`config.mk`:
```
export PLATFORM = sky130hd
export DESIGN_NAME = sacl_front
export DESIGN_NICKNAME = d
export VERILOG_FILES = /design/src/rtl/set_assoc_cache_lru_writeback_top_assert.svh /design/src/rtl/sacl_pkg.sv /design/src/rtl/sacl_front.sv
export SDC_FILE = /design/constraint.sdc
export NUM_CORES = 1
export LEC_CHECK = 0
export CAP_MARGIN = 10
export CORE_MARGIN = 10
export CORE_UTILIZATION = 50
export CTS_CLUSTER_SIZE = 28
export DETAILED_ROUTE_END_ITERATION = 7
export DONT_BUFFER_PORTS = 1
export PLACE_DENSITY = 0.68
export SYNTH_ARGS = -nofsm -noshare
export SYNTH_HDL_FRONTEND = slang
export SYNTH_SLANG_ARGS = --single-unit
```
`constraint.sdc`:
```
create_clock -name clock -period 1.9 [get_ports clock]
set_input_delay 0.285 -clock clock [delete_from_list [all_inputs] [get_ports clock]]
set_output_delay 0.285 -clock clock [all_outputs]
set_load 0.005 [all_outputs]
```
`src/rtl/set_assoc_cache_lru_writeback_top_assert.svh`:
```
// Assertion macros used by the cache tag store back end
`ifndef SET_ASSOC_CACHE_LRU_WRITEBACK_TOP_ASSERT_SVH
`define SET_ASSOC_CACHE_LRU_WRITEBACK_TOP_ASSERT_SVH

// a property that must hold at every clock edge outside reset
`define SACL_ASSERT(label, clk, rst, prop, msg) \
   label: assert property (@(posedge clk) disable iff (rst) (prop)) else $error(msg);

// an implication whose consequent is checked at the next clock edge
`define SACL_ASSERT_NEXT(label, clk, rst, ante, cons, msg) \
   label: assert property (@(posedge clk) disable iff (rst) (ante) |=> (cons)) else $error(msg);

`endif

```
`src/rtl/sacl_pkg.sv`:
```
// ----------------------------------------------------------------------------
// sacl_pkg
// Commands, victim codes and the front-to-back request record.
// ----------------------------------------------------------------------------
`default_nettype none
package sacl_pkg;
   localparam int CMD_BITS  = 2;
   localparam int SET_BITS  = 6;
   localparam int TAG_BITS  = 20;
   localparam int KIND_BITS = 2;

   localparam logic [CMD_BITS-1:0] CMD_READ  = 2'd0;
   localparam logic [CMD_BITS-1:0] CMD_WRITE = 2'd1;
   localparam logic [CMD_BITS-1:0] CMD_FILL  = 2'd2;
   localparam logic [CMD_BITS-1:0] CMD_NOP   = 2'd3;

   localparam logic [KIND_BITS-1:0] KIND_EMPTY = 2'd0;
   localparam logic [KIND_BITS-1:0] KIND_CLEAN = 2'd1;
   localparam logic [KIND_BITS-1:0] KIND_DIRTY = 2'd2;

   typedef enum logic [1:0] {OP_LOOKUP_RD, OP_LOOKUP_WR, OP_FILL, OP_NONE} op_type;

   typedef struct packed {
      op_type              op;
      logic [SET_BITS-1:0] set_index;
      logic [TAG_BITS-1:0] tag;
      logic                fill_dirty;
   } job_type;
endpackage
`default_nettype wire

```
`src/rtl/sacl_front.sv`:
```
// ----------------------------------------------------------------------------
// sacl_front
// Accepts requests, classifies the command and queues them (two entries).
// ----------------------------------------------------------------------------
`default_nettype none
module sacl_front (
   input  wire logic                          clock,
   input  wire logic                          reset,
   input  wire logic                          req_valid,
   output logic                               req_stall,
   input  wire logic [sacl_pkg::CMD_BITS-1:0] req_cmd,
   input  wire logic [sacl_pkg::SET_BITS-1:0] req_set_index,
   input  wire logic [sacl_pkg::TAG_BITS-1:0] req_tag,
   input  wire logic                          req_fill_dirty,
   output logic                               job_valid,
   output sacl_pkg::job_type                  job,
   input  wire logic                          job_take
);
   sacl_pkg::job_type q_ff [2];
   logic              wr_ptr_ff, rd_ptr_ff, wr_ptr_in, rd_ptr_in;
   logic [1:0]        cnt_ff, cnt_in;
   sacl_pkg::job_type cls;
   logic              push, pop;

   always_comb begin
      case (req_cmd)
         sacl_pkg::CMD_READ:  cls.op = sacl_pkg::OP_LOOKUP_RD;
         sacl_pkg::CMD_WRITE: cls.op = sacl_pkg::OP_LOOKUP_WR;
         sacl_pkg::CMD_FILL:  cls.op = sacl_pkg::OP_FILL;
         default:             cls.op = sacl_pkg::OP_NONE;
      endcase
      cls.set_index  = req_set_index;
      cls.tag        = req_tag;
      cls.fill_dirty = req_fill_dirty;
   end

   assign req_stall = (cnt_ff == 2'd2);
   assign push      = req_valid && !req_stall;
   assign job_valid = (cnt_ff != 2'd0);
   assign pop       = job_valid && job_take;
   assign job       = q_ff[rd_ptr_ff];
   assign wr_ptr_in = wr_ptr_ff ^ push;
   assign rd_ptr_in = rd_ptr_ff ^ pop;
   assign cnt_in    = cnt_ff + {1'b0, push} - {1'b0, pop};

   always_ff @(posedge clock) begin
      if (reset) begin
         wr_ptr_ff <= 1'b0;
         rd_ptr_ff <= 1'b0;
         cnt_ff    <= 2'd0;
      end else begin
         wr_ptr_ff <= wr_ptr_in;
         rd_ptr_ff <= rd_ptr_in;
         cnt_ff    <= cnt_in;
      end
      if (push) q_ff[wr_ptr_ff] <= cls;
   end
endmodule
`default_nettype wire

```
==> results.ini, run 1 <==
[timing]
finalHoldViolations=0
setup_violations=0
hold_ws_ns=0.0242
maxSlewHeadroom=0.814
finalSetupTns_ns=0
worst_pin_slew_ns=0.279
max_freq_mhz=617
timing.final.crit_share=0.853
rsz0062_at_grt=no
worst_slack_ns=0.280
finClkSkew_ns=0.00449
slew_viol_final=0
fin_crit_ns=1.62

[floorplanning]
rows=24
coreArea_um2=4440
ios=64
start_util=0.525
die-area_um2=7800
die_x_um=88.3
fp.dieH_um=88.3

[logic_synthesis]
post-synth-top-count-cell=edfxtp_1
synthCells=115
yosys.area.top_type=edfxtp_1
ys_seq_area_frac=0.781
ys_ff_latch=62
synth_nets=152
synthFlopType=edfxtp_1
async_reset_ff_frac=0
synth_top_family_by_area=multiplexers
avgSynthCellArea_um2=20.3
synth_edf_count=58
synth.top_cell.area_share=0.747
synth_compound_area_frac=0.00322
yosys.area_share.xor_xnor=0.00966
syn_area_um2=2330
ys_types=16
synthAdderAreaFrac=0.0215
synth_commonest_cells=58 x edfxtp_1, 29 x mux2_2, 4 x dfxtp_1, 4 x ha_1
yosys-top-cells-area=edfxtp_1 75%, mux2_2 14%, dfxtp_1 3.4%, ha_1 2.1%, buf_4 0.97%
synth_mux_area_frac=0.146
yosys_warnings=0
synthSimpleGateAreaFrac=0.0204

[grt]
track_usage=0.109
antenna_found_initial=0
grt_pass1_vias=1118
grt_overflow=0
grtUsageMet1=0.103
grt_pass1_wl_um=6070
use_met2=0.174
grt_use_met3=0.0726
top_usage_layer=met2
grt_max_degree=23

[pwr]
power_density_nw_per_um2=1300
ir_drop_uv=830
leakage_nw=0.883

[worst_setup_path]
worst-setup-path-type=flip-flop to output port
worstPathRequired_ns=1.62
path_max_fanout=22
cp-start-kind=flip-flop
cp-end-kind=output port
r2r_cells=4
cp_slowest_cell=mux2_2
crit_arrival_ns=1.34
cp_cell_sequence=buf_4, mux2_2
cpPeakStageDelay_ns=0.40

[clock_tree]
cts_tree=yes
clkLatencyLatePin_ns=0.32
clkTransAtPathRegs_ns=0.06
post-cts-setup-buffer-count=0
cts_resized=0
clock-sinks=62
clockRootBuffer=clkbuf_8
cts_max_level=3
clock_path_buffers=2
numCtsBuffers=9

[drt]
vias_per_cell=5.49
wl_per_cell_um=21.9
drt_iter0_drc=74
drt_wl_total_um=4020
drc=0
drt-pass1-iter-count=4
postRouteAntennaNets=0
via_count=1010

[flow_run]
cap_violations=0

[finish]
final_area_um2=2570
fin_nets=165
num_antenna_cells=0
area_delta_synth_final_pct=10.1
drive_gt1_frac=0.348

[placement]
place_ws_ns=0.407
gp_congestion=0.688
placedInstanceArea_um2=2410
numPortBuffers=0

[hold_path]
holdPathStages=1
holdCritPathClass=primary input to flip-flop

[run_status]
status=finished clean

metal layers:
metal	vias to the layer above	share of wire
met3	6	0.13
li1	465	-
met5	-	0
met4	0	0.014
met2	39	0.52
met1	500	0.33
sequential cells by signal, indices dropped and copies added, names as in the netlist:
name / flops
q_ff: 58
cnt_ff: 2
rd_ptr_ff: 1
wr_ptr_ff: 1
power by group:
part / total [mW] / switching, mW / internal (mW) / leakage (nW)
sequential: 1.79 / 0.0539 / 1.74 / 0.575
clock: 0.879 / 0.431 / 0.448 / 0.0733
combinational: 0.670 / 0.349 / 0.321 / 0.235
worst max-delay path: cells and delay by family (launching register included):
family   cells  cell delay (ns)
flops        1             0.32
mux          1             0.40
buf+inv      1             0.29
area by class of cell:
class / instances / area, um^2
fill: 359 / 1880
sequential: 62 / 1820
multi-input combinational: 45 / 469
clock buffer: 11 / 131
tap: 52 / 65.1
timing repair buffer: 7 / 55.1
clock inverter: 4 / 15.0
inverter: 3 / 11.3
kinds of logic (layout without fill, tap and decap cells):
family,Yosys count,in the layout
simple gates,9,9
mux,30,30
flops,62,62
fa+ha+maj,4,4
xor+xnor,1,1
buf+inv,8,25
compound gates,1,1
path summary, 6_finish.rpt:
kind                  start         end  slack [ns]
setup / recovery  rd_ptr_ff     job[10]        0.28
hold / removal        reset   cnt_ff[0]        0.02
setup reg to reg  cnt_ff[1]  q_ff[1][8]        0.39
hold reg to reg   wr_ptr_ff   wr_ptr_ff        0.57
cells in the final DEF (no fill, tap or decap):
| master | Yosys | layout |
|---|---|---|
| nor2b_1 | 2 | 2 |
| o21a_1 | 1 | 1 |
| mux2_2 | 29 | 29 |
| clkbuf_8 | 0 | 9 |
| dlygate4sd3_1 | 0 | 1 |
| buf_4 | 3 | 6 |
| nor2_1 | 3 | 3 |
| and2_1 | 1 | 1 |
| clkinv_1 | 0 | 4 |
| or2b_1 | 1 | 1 |
| mux2_4 | 1 | 1 |
| clkbuf_1 | 2 | 2 |
| or2_2 | 1 | 1 |
| edfxtp_1 | 58 | 58 |
| xnor3_1 | 1 | 1 |
| inv_1 | 3 | 3 |
| ha_1 | 4 | 4 |
| dfxtp_1 | 4 | 4 |
| nand2_1 | 1 | 1 |
through the flow:
stage / util / power (mW) / std cells
after floorplan: - / 2.34 / 115
after global placement: 0.543 / 2.47 / 168
after detailed placement: 0.543 / 2.51 / 168
after CTS: 0.576 / 3.40 / 183
after global routing: 0.578 / 3.54 / 184
final: 0.578 / 3.34 / 184
timing repair:
item                                   in CTS  in global routing
hold buffers                                0                  1
endpoints found under the hold margin       0                  1
setup endpoints to repair                   0                  0
(Power assumes the default switching activity.)
==> run 2: changes to the inputs <==
Settings changed: CTS_BUF_LIST set to sky130_fd_sc_hd__clkbuf_2, RECOVER_POWER set to 100.
==> run 2 against run 1 <==
  * Via count up 8.9%
  * Final cell count up 16%
  * Sequential power about the same
  * Non-clock buffer count up 29
  * Register-to-register slack worse by 0.21 ns
  * Sequential share of layout area down 5.3 points
  * Largest cell class unchanged
  * Combinational power about the same
  * Die area unchanged
  * Critical path depth unchanged
  * Critical endpoint unchanged
==> results.ini, run 2 (synthesized netlist as in run 1, its figures left out) <==
[floorplanning]
fp.dieH_um=88.3  ; unchanged
coreArea_um2=4440  ; unchanged
ios=64  ; unchanged
die_x_um=88.3  ; unchanged
rows=24  ; unchanged
die-area_um2=7800  ; unchanged
start_util=0.525  ; unchanged

[finish]
drive_gt1_frac=0.137  ; -0.212
largest_reg_flops=58  ; unchanged
num_antenna_cells=0  ; unchanged
layout_commonest_cell=edfxtp_1
n_fill_cell=349  ; -2.8%
fin_nets=194  ; +18%
final_cell_mix=58 x edfxtp_1, 30 x dlygate4sd3_1, 26 x mux2_1, 14 x clkbuf_2
fin_cells=213  ; +16%
top_regs=q_ff: 58 flops, cnt_ff: 2 flops
regMostFlops=q_ff
area_delta_synth_final_pct=19.0

[worst_setup_path]
r2r_cells=4  ; unchanged
reg2reg_slack_ns=0.18  ; -0.21 ns
path_max_fanout=22  ; unchanged
cp-start-kind=flip-flop
crit_arrival_ns=1.47  ; +0.13 ns
worstPathRequired_ns=1.62  ; about the same
cp-end-kind=output port
r2r-end=q_ff[1][8]
reg2reg_from=cnt_ff[1]
worst-setup-path-type=flip-flop to output port

[clock_tree]
clkTransAtPathRegs_ns=0.15  ; +0.09 ns
cts_max_level=3  ; unchanged
clockRootBuffer=clkbuf_2
post-cts-setup-buffer-count=0  ; unchanged
cts_tree=yes
numCtsBuffers=9  ; unchanged
clock_path_buffers=2  ; unchanged
clkLatencyLatePin_ns=0.46  ; +0.14 ns
clock-sinks=62  ; unchanged

[grt]
grt_pass1_wl_um=6730  ; +11%
antenna_found_initial=0  ; unchanged
track_usage=0.121  ; +0.0118
grt_overflow=0  ; unchanged
grt_max_degree=23  ; unchanged
grt_pass1_vias=1274  ; +14%

[pwr]
leakage_nw=0.988  ; +12%
total_power_mw=3.03  ; -9.4%
power_density_nw_per_um2=1090  ; -16%
ir_drop_uv=669  ; -19%

[flow_run]
cap_violations=0  ; unchanged

[placement]
numPortBuffers=0  ; unchanged
gp_congestion=0.688  ; unchanged
dp.cells=168  ; unchanged

[timing]
max_freq_mhz=571  ; -7.5%
finalSetupTns_ns=0  ; unchanged
finClkSkew_ns=0.0122  ; +0.00770 ns
setup_violations=0  ; unchanged
rsz0062_at_grt=no
fin_crit_ns=1.75  ; +0.131 ns
finalHoldViolations=0  ; unchanged
hold_ws_ns=0.0503  ; +0.0261 ns
slew_viol_final=0  ; unchanged
worst_pin_slew_ns=0.501  ; +0.222 ns
maxSlewHeadroom=0.666  ; -0.148
timing.final.crit_share=0.921  ; +0.0687

[drt]
drt-pass1-iter-count=3  ; -1
vias_per_cell=5.16  ; -5.9%
via_count=1100  ; +8.9%
postRouteAntennaNets=0  ; unchanged
drt_iter0_drc=72  ; -2.7%
drc=0  ; unchanged
wl_per_cell_um=19.9  ; -8.8%
drt_wl_total_um=4250  ; +5.5%

[hold_path]
holdCritPathClass=primary input to flip-flop
holdPathStages=2  ; +1
worstHoldStart=reset
whs_endpoint=rd_ptr_ff

[run_status]
status=finished clean

run 2: changes by cell type in the layout (fill, tap and decap cells not counted), sizes merged:
| cell | previous run | this run |
|---|---|---|
| dlygate4sd3 | 1 | 30 |
| clkbuf | 11 | 14 |
| buf | 6 | 3 |
run 2: area by class of cell:
type / instances / area, um^2 / share of cell area
sequential: 62 / 1820 / 0.656
multi-input combinational: 45 / 469 / 0.169
timing repair buffer: 36 / 339 / 0.122
tap: 52 / 65.1 / 0.0234
clock buffer: 11 / 55.1 / 0.0198
clock inverter: 4 / 15.0 / 0.00541
inverter: 3 / 11.3 / 0.00406
run 2: worst max path at each step:
stage / from / end / slack [ns]
6_report: rd_ptr_ff / job[10] / 0.15
5_1_grt: cnt_ff[1] / q_ff[1][15] / 0.009
4_1_cts: rd_ptr_ff / job[22] / 0.03
3_5_place_dp: cnt_ff[1] / q_ff[1][13] / 0.41
3_3_place_gp: cnt_ff[1] / q_ff[1][13] / 0.46
2_1_floorplan: cnt_ff[1] / q_ff[1][0] / 0.13
run 2: repair_timing:
item,in CTS,in global routing
hold buffers,30,0
resized for setup,0,1
endpoints found under the hold margin,61,0
endpoints found under the setup margin,0,20
run 2: report_power, final:
group          internal (mW)  switching (mW)  total (mW)
sequential              1.73          0.0554        1.79
combinational          0.306           0.364       0.670
clock                  0.160           0.409       0.570
run 2: stage by stage:
stage	setup slack, ns	cell area (um^2)	util
floorplan	0.126	2330	-
global placement	0.462	2410	0.543
detailed placement	0.407	2410	0.543
CTS	0.0285	2780	0.626
global route	0.00945	2780	0.625
finish	0.149	2780	0.625
run 2: worst max-delay path, stage by stage, from the launching register on:
cell and delay (ns):
dfxtp_1 0.37, buf_6 0.23, mux2_1 0.39
run 2: metal layers:
layer | track usage | part of all wire | vias up | wire length (um)
met1 | 0.120 | 0.36 | 532 | 1520
met3 | 0.0717 | 0.10 | 9 | 443
met5 | 0 | 0 | - | 0
li1 | - | - | 520 | -
met4 | 0.0705 | 0.021 | 0 | 89
met2 | 0.192 | 0.52 | 39 | 2190
==> run 3: changes to the inputs <==
Settings changed: CORE_MARGIN 10 to unset, CORE_UTILIZATION 50 to 40, MAX_ROUTING_LAYER set to met4, PLACE_DENSITY 0.68 to 0.56.
==> run 3 against run 2 <==
  * First-iteration DRC count decreased by 75%
  * Final area grew 1.9%
  * Clock skew increased by 0.013 ns
  * Sequential power hardly changed
  * Critical path depth unchanged
  * Combinational power is 0.9% lower
  * Die area fell by 21%
  * Non-clock buffer count unchanged
  * Utilization is 12 points lower
  * Clock-buffer cell count rose by 3
  * Critical endpoint is now job[27]
  * Largest cell class unchanged
==> results.ini, run 3 (synthesized netlist as in run 1, its figures left out) <==
[run_status]
status=finished clean

[finish]
regMostFlops=q_ff
multiInputGateArea_um2=469  ; unchanged
n_fill_cell=486  ; +39%
num_antenna_cells=0  ; unchanged
seq_area_um2=1820  ; unchanged
largest_reg_flops=58  ; unchanged
final_cell_mix=58 x edfxtp_1, 30 x dlygate4sd3_1, 19 x clkbuf_2, 17 x mux2_1, 12 x mux2_2
area_delta_synth_final_pct=21.4
drive_gt1_frac=0.222  ; +0.0856
layout_commonest_cell=edfxtp_1
top_regs=q_ff: 58 flops, cnt_ff: 2 flops
fin_nets=194  ; unchanged

[clock_tree]
clkTransAtPathRegs_ns=0.13  ; -0.02 ns
clkLatencyLatePin_ns=0.46  ; about the same
cts_resized=0  ; unchanged
cts_max_level=3  ; unchanged
cts_tree=yes
clock_path_buffers=2  ; unchanged
post-cts-setup-buffer-count=0  ; unchanged
numCtsBuffers=9  ; unchanged
clock-sinks=62  ; unchanged
clockRootBuffer=clkbuf_2

[worst_setup_path]
cp_cell_sequence=buf_4, mux2_1
cp_slowest_cell=mux2_1
worstPathRequired_ns=1.62  ; about the same
cpPeakStageDelay_ns=0.39  ; about the same
worst-setup-path-type=flip-flop to output port
path_max_fanout=21  ; -4.5%
reg2reg_from=cnt_ff[1]
cp-end-kind=output port
r2r-end=q_ff[1][17]
r2r_cells=4  ; unchanged
cp-start-kind=flip-flop
reg2reg_slack_ns=0.17  ; about the same
crit_arrival_ns=1.46  ; about the same

[timing]
finalHoldViolations=0  ; unchanged
timing.final.crit_share=0.921  ; about the same
max_freq_mhz=572  ; about the same
maxSlewHeadroom=0.676  ; +0.00981
finClkSkew_ns=0.0253  ; +0.0132 ns
fin_crit_ns=1.75  ; -0.00126 ns
rsz0062_at_grt=no
setup_violations=0  ; unchanged
worst_pin_slew_ns=0.486  ; -0.0147 ns
finalSetupTns_ns=0  ; unchanged
worst_slack_ns=0.151  ; +0.00126 ns
slew_viol_final=0  ; unchanged

[grt]
track_usage=0.138  ; +0.0173
grt_pass1_vias=1166  ; -8.5%
antenna_found_initial=0  ; unchanged
grt_max_degree=22  ; -4.3%
grt_overflow=0  ; unchanged
grt_pass1_wl_um=5660  ; -16%

[drt]
wl_per_cell_um=15.7  ; -21%
postRouteAntennaNets=0  ; unchanged
vias_per_cell=4.76  ; -7.9%
drt_iter0_drc=18  ; -75%
drt_wl_total_um=3680  ; -13%
drt-pass1-iter-count=4  ; +1
via_count=1113  ; +1.2%
drc=0  ; unchanged

[placement]
numPortBuffers=0  ; unchanged
dpl.hpwl_um=2330
place_ws_ns=0.398  ; -0.00852 ns
gp_congestion=0.648  ; -5.8%

[floorplanning]
ios=64  ; unchanged
coreArea_um2=5570  ; +25%
die_x_um=78.4  ; -11%
start_util=0.418  ; -0.106
fp.dieH_um=78.4  ; -11%
die-area_um2=6140  ; -21%
rows=27  ; +13%

[flow_run]
cap_violations=0  ; unchanged

[pwr]
total_power_mw=3.20  ; +5.7%
power_density_nw_per_um2=1130  ; +3.7%
ir_drop_uv=526  ; -21%
leakage_nw=1.01  ; +2.0%

[hold_path]
holdCritPathClass=primary input to flip-flop
whs_endpoint=rd_ptr_ff
worstHoldStart=reset
holdPathStages=2  ; unchanged

==> run 3: repair_timing <==
item / CTS / global route
setup endpoints to repair: 0 / 0
hold buffers: 30 / 0
hold endpoints to repair: 61 / 0
==> run 3: worst max path at each step <==
stage	startpoint	end	slack, ns
2_1_floorplan	cnt_ff[1]	q_ff[1][0]	0.13
3_3_place_gp	cnt_ff[1]	q_ff[1][15]	0.46
3_5_place_dp	cnt_ff[1]	q_ff[1][16]	0.40
4_1_cts	rd_ptr_ff	job[23]	0.06
5_1_grt	rd_ptr_ff	job[26]	0.02
6_report	rd_ptr_ff	job[27]	0.15
==> run 3: worst max-delay path: cells and delay by family (launching register included) <==
kind | cells | cell delay [ns]
buffers and inverters | 1 | 0.27
DFF | 1 | 0.35
muxes | 1 | 0.39
==> run 3: where the power goes <==
part | switching, mW | internal [mW]
logic | 0.352 | 0.313
clock network | 0.418 | 0.332
registers | 0.0536 | 1.73
total | 0.824 | 2.38
==> run 3: per-layer routing <==
metal / up-vias / part of all wire / track usage / wire (um)
li1: 525 / - / - / -
met1: 541 / 0.38 / 0.132 / 1390
met4: 0 / 0.024 / 0.0889 / 89
met3: 10 / 0.064 / 0.0570 / 235
met5: - / 0 / - / 0
met2: 37 / 0.53 / 0.229 / 1960
==> run 3: cell type report <==
type,count,area share
Multi-Input combinational cell,45,0.166
Timing Repair Buffer,36,0.118
Clock inverter,2,0.0124
Clock buffer,14,0.0248
Inverter,3,0.00398
Tap cell,72,0.0318
Sequential cell,62,0.644
==> run 3: through the flow <==
| stage | hold slack (ns) | cells | utilization | cell area (um^2) |
|---|---|---|---|---|
| 5_1_grt | 0.0342 | 234 | 0.508 | 2830 |
| 6_report | 0.0747 | 234 | 0.508 | 2830 |
| 4_1_cts | 0.0254 | 234 | 0.510 | 2840 |
| 2_1_floorplan | 0.352 | 115 | - | 2330 |
| 3_3_place_gp | 0.354 | 188 | 0.437 | 2440 |
| 3_5_place_dp | 0.355 | 188 | 0.437 | 2440 |
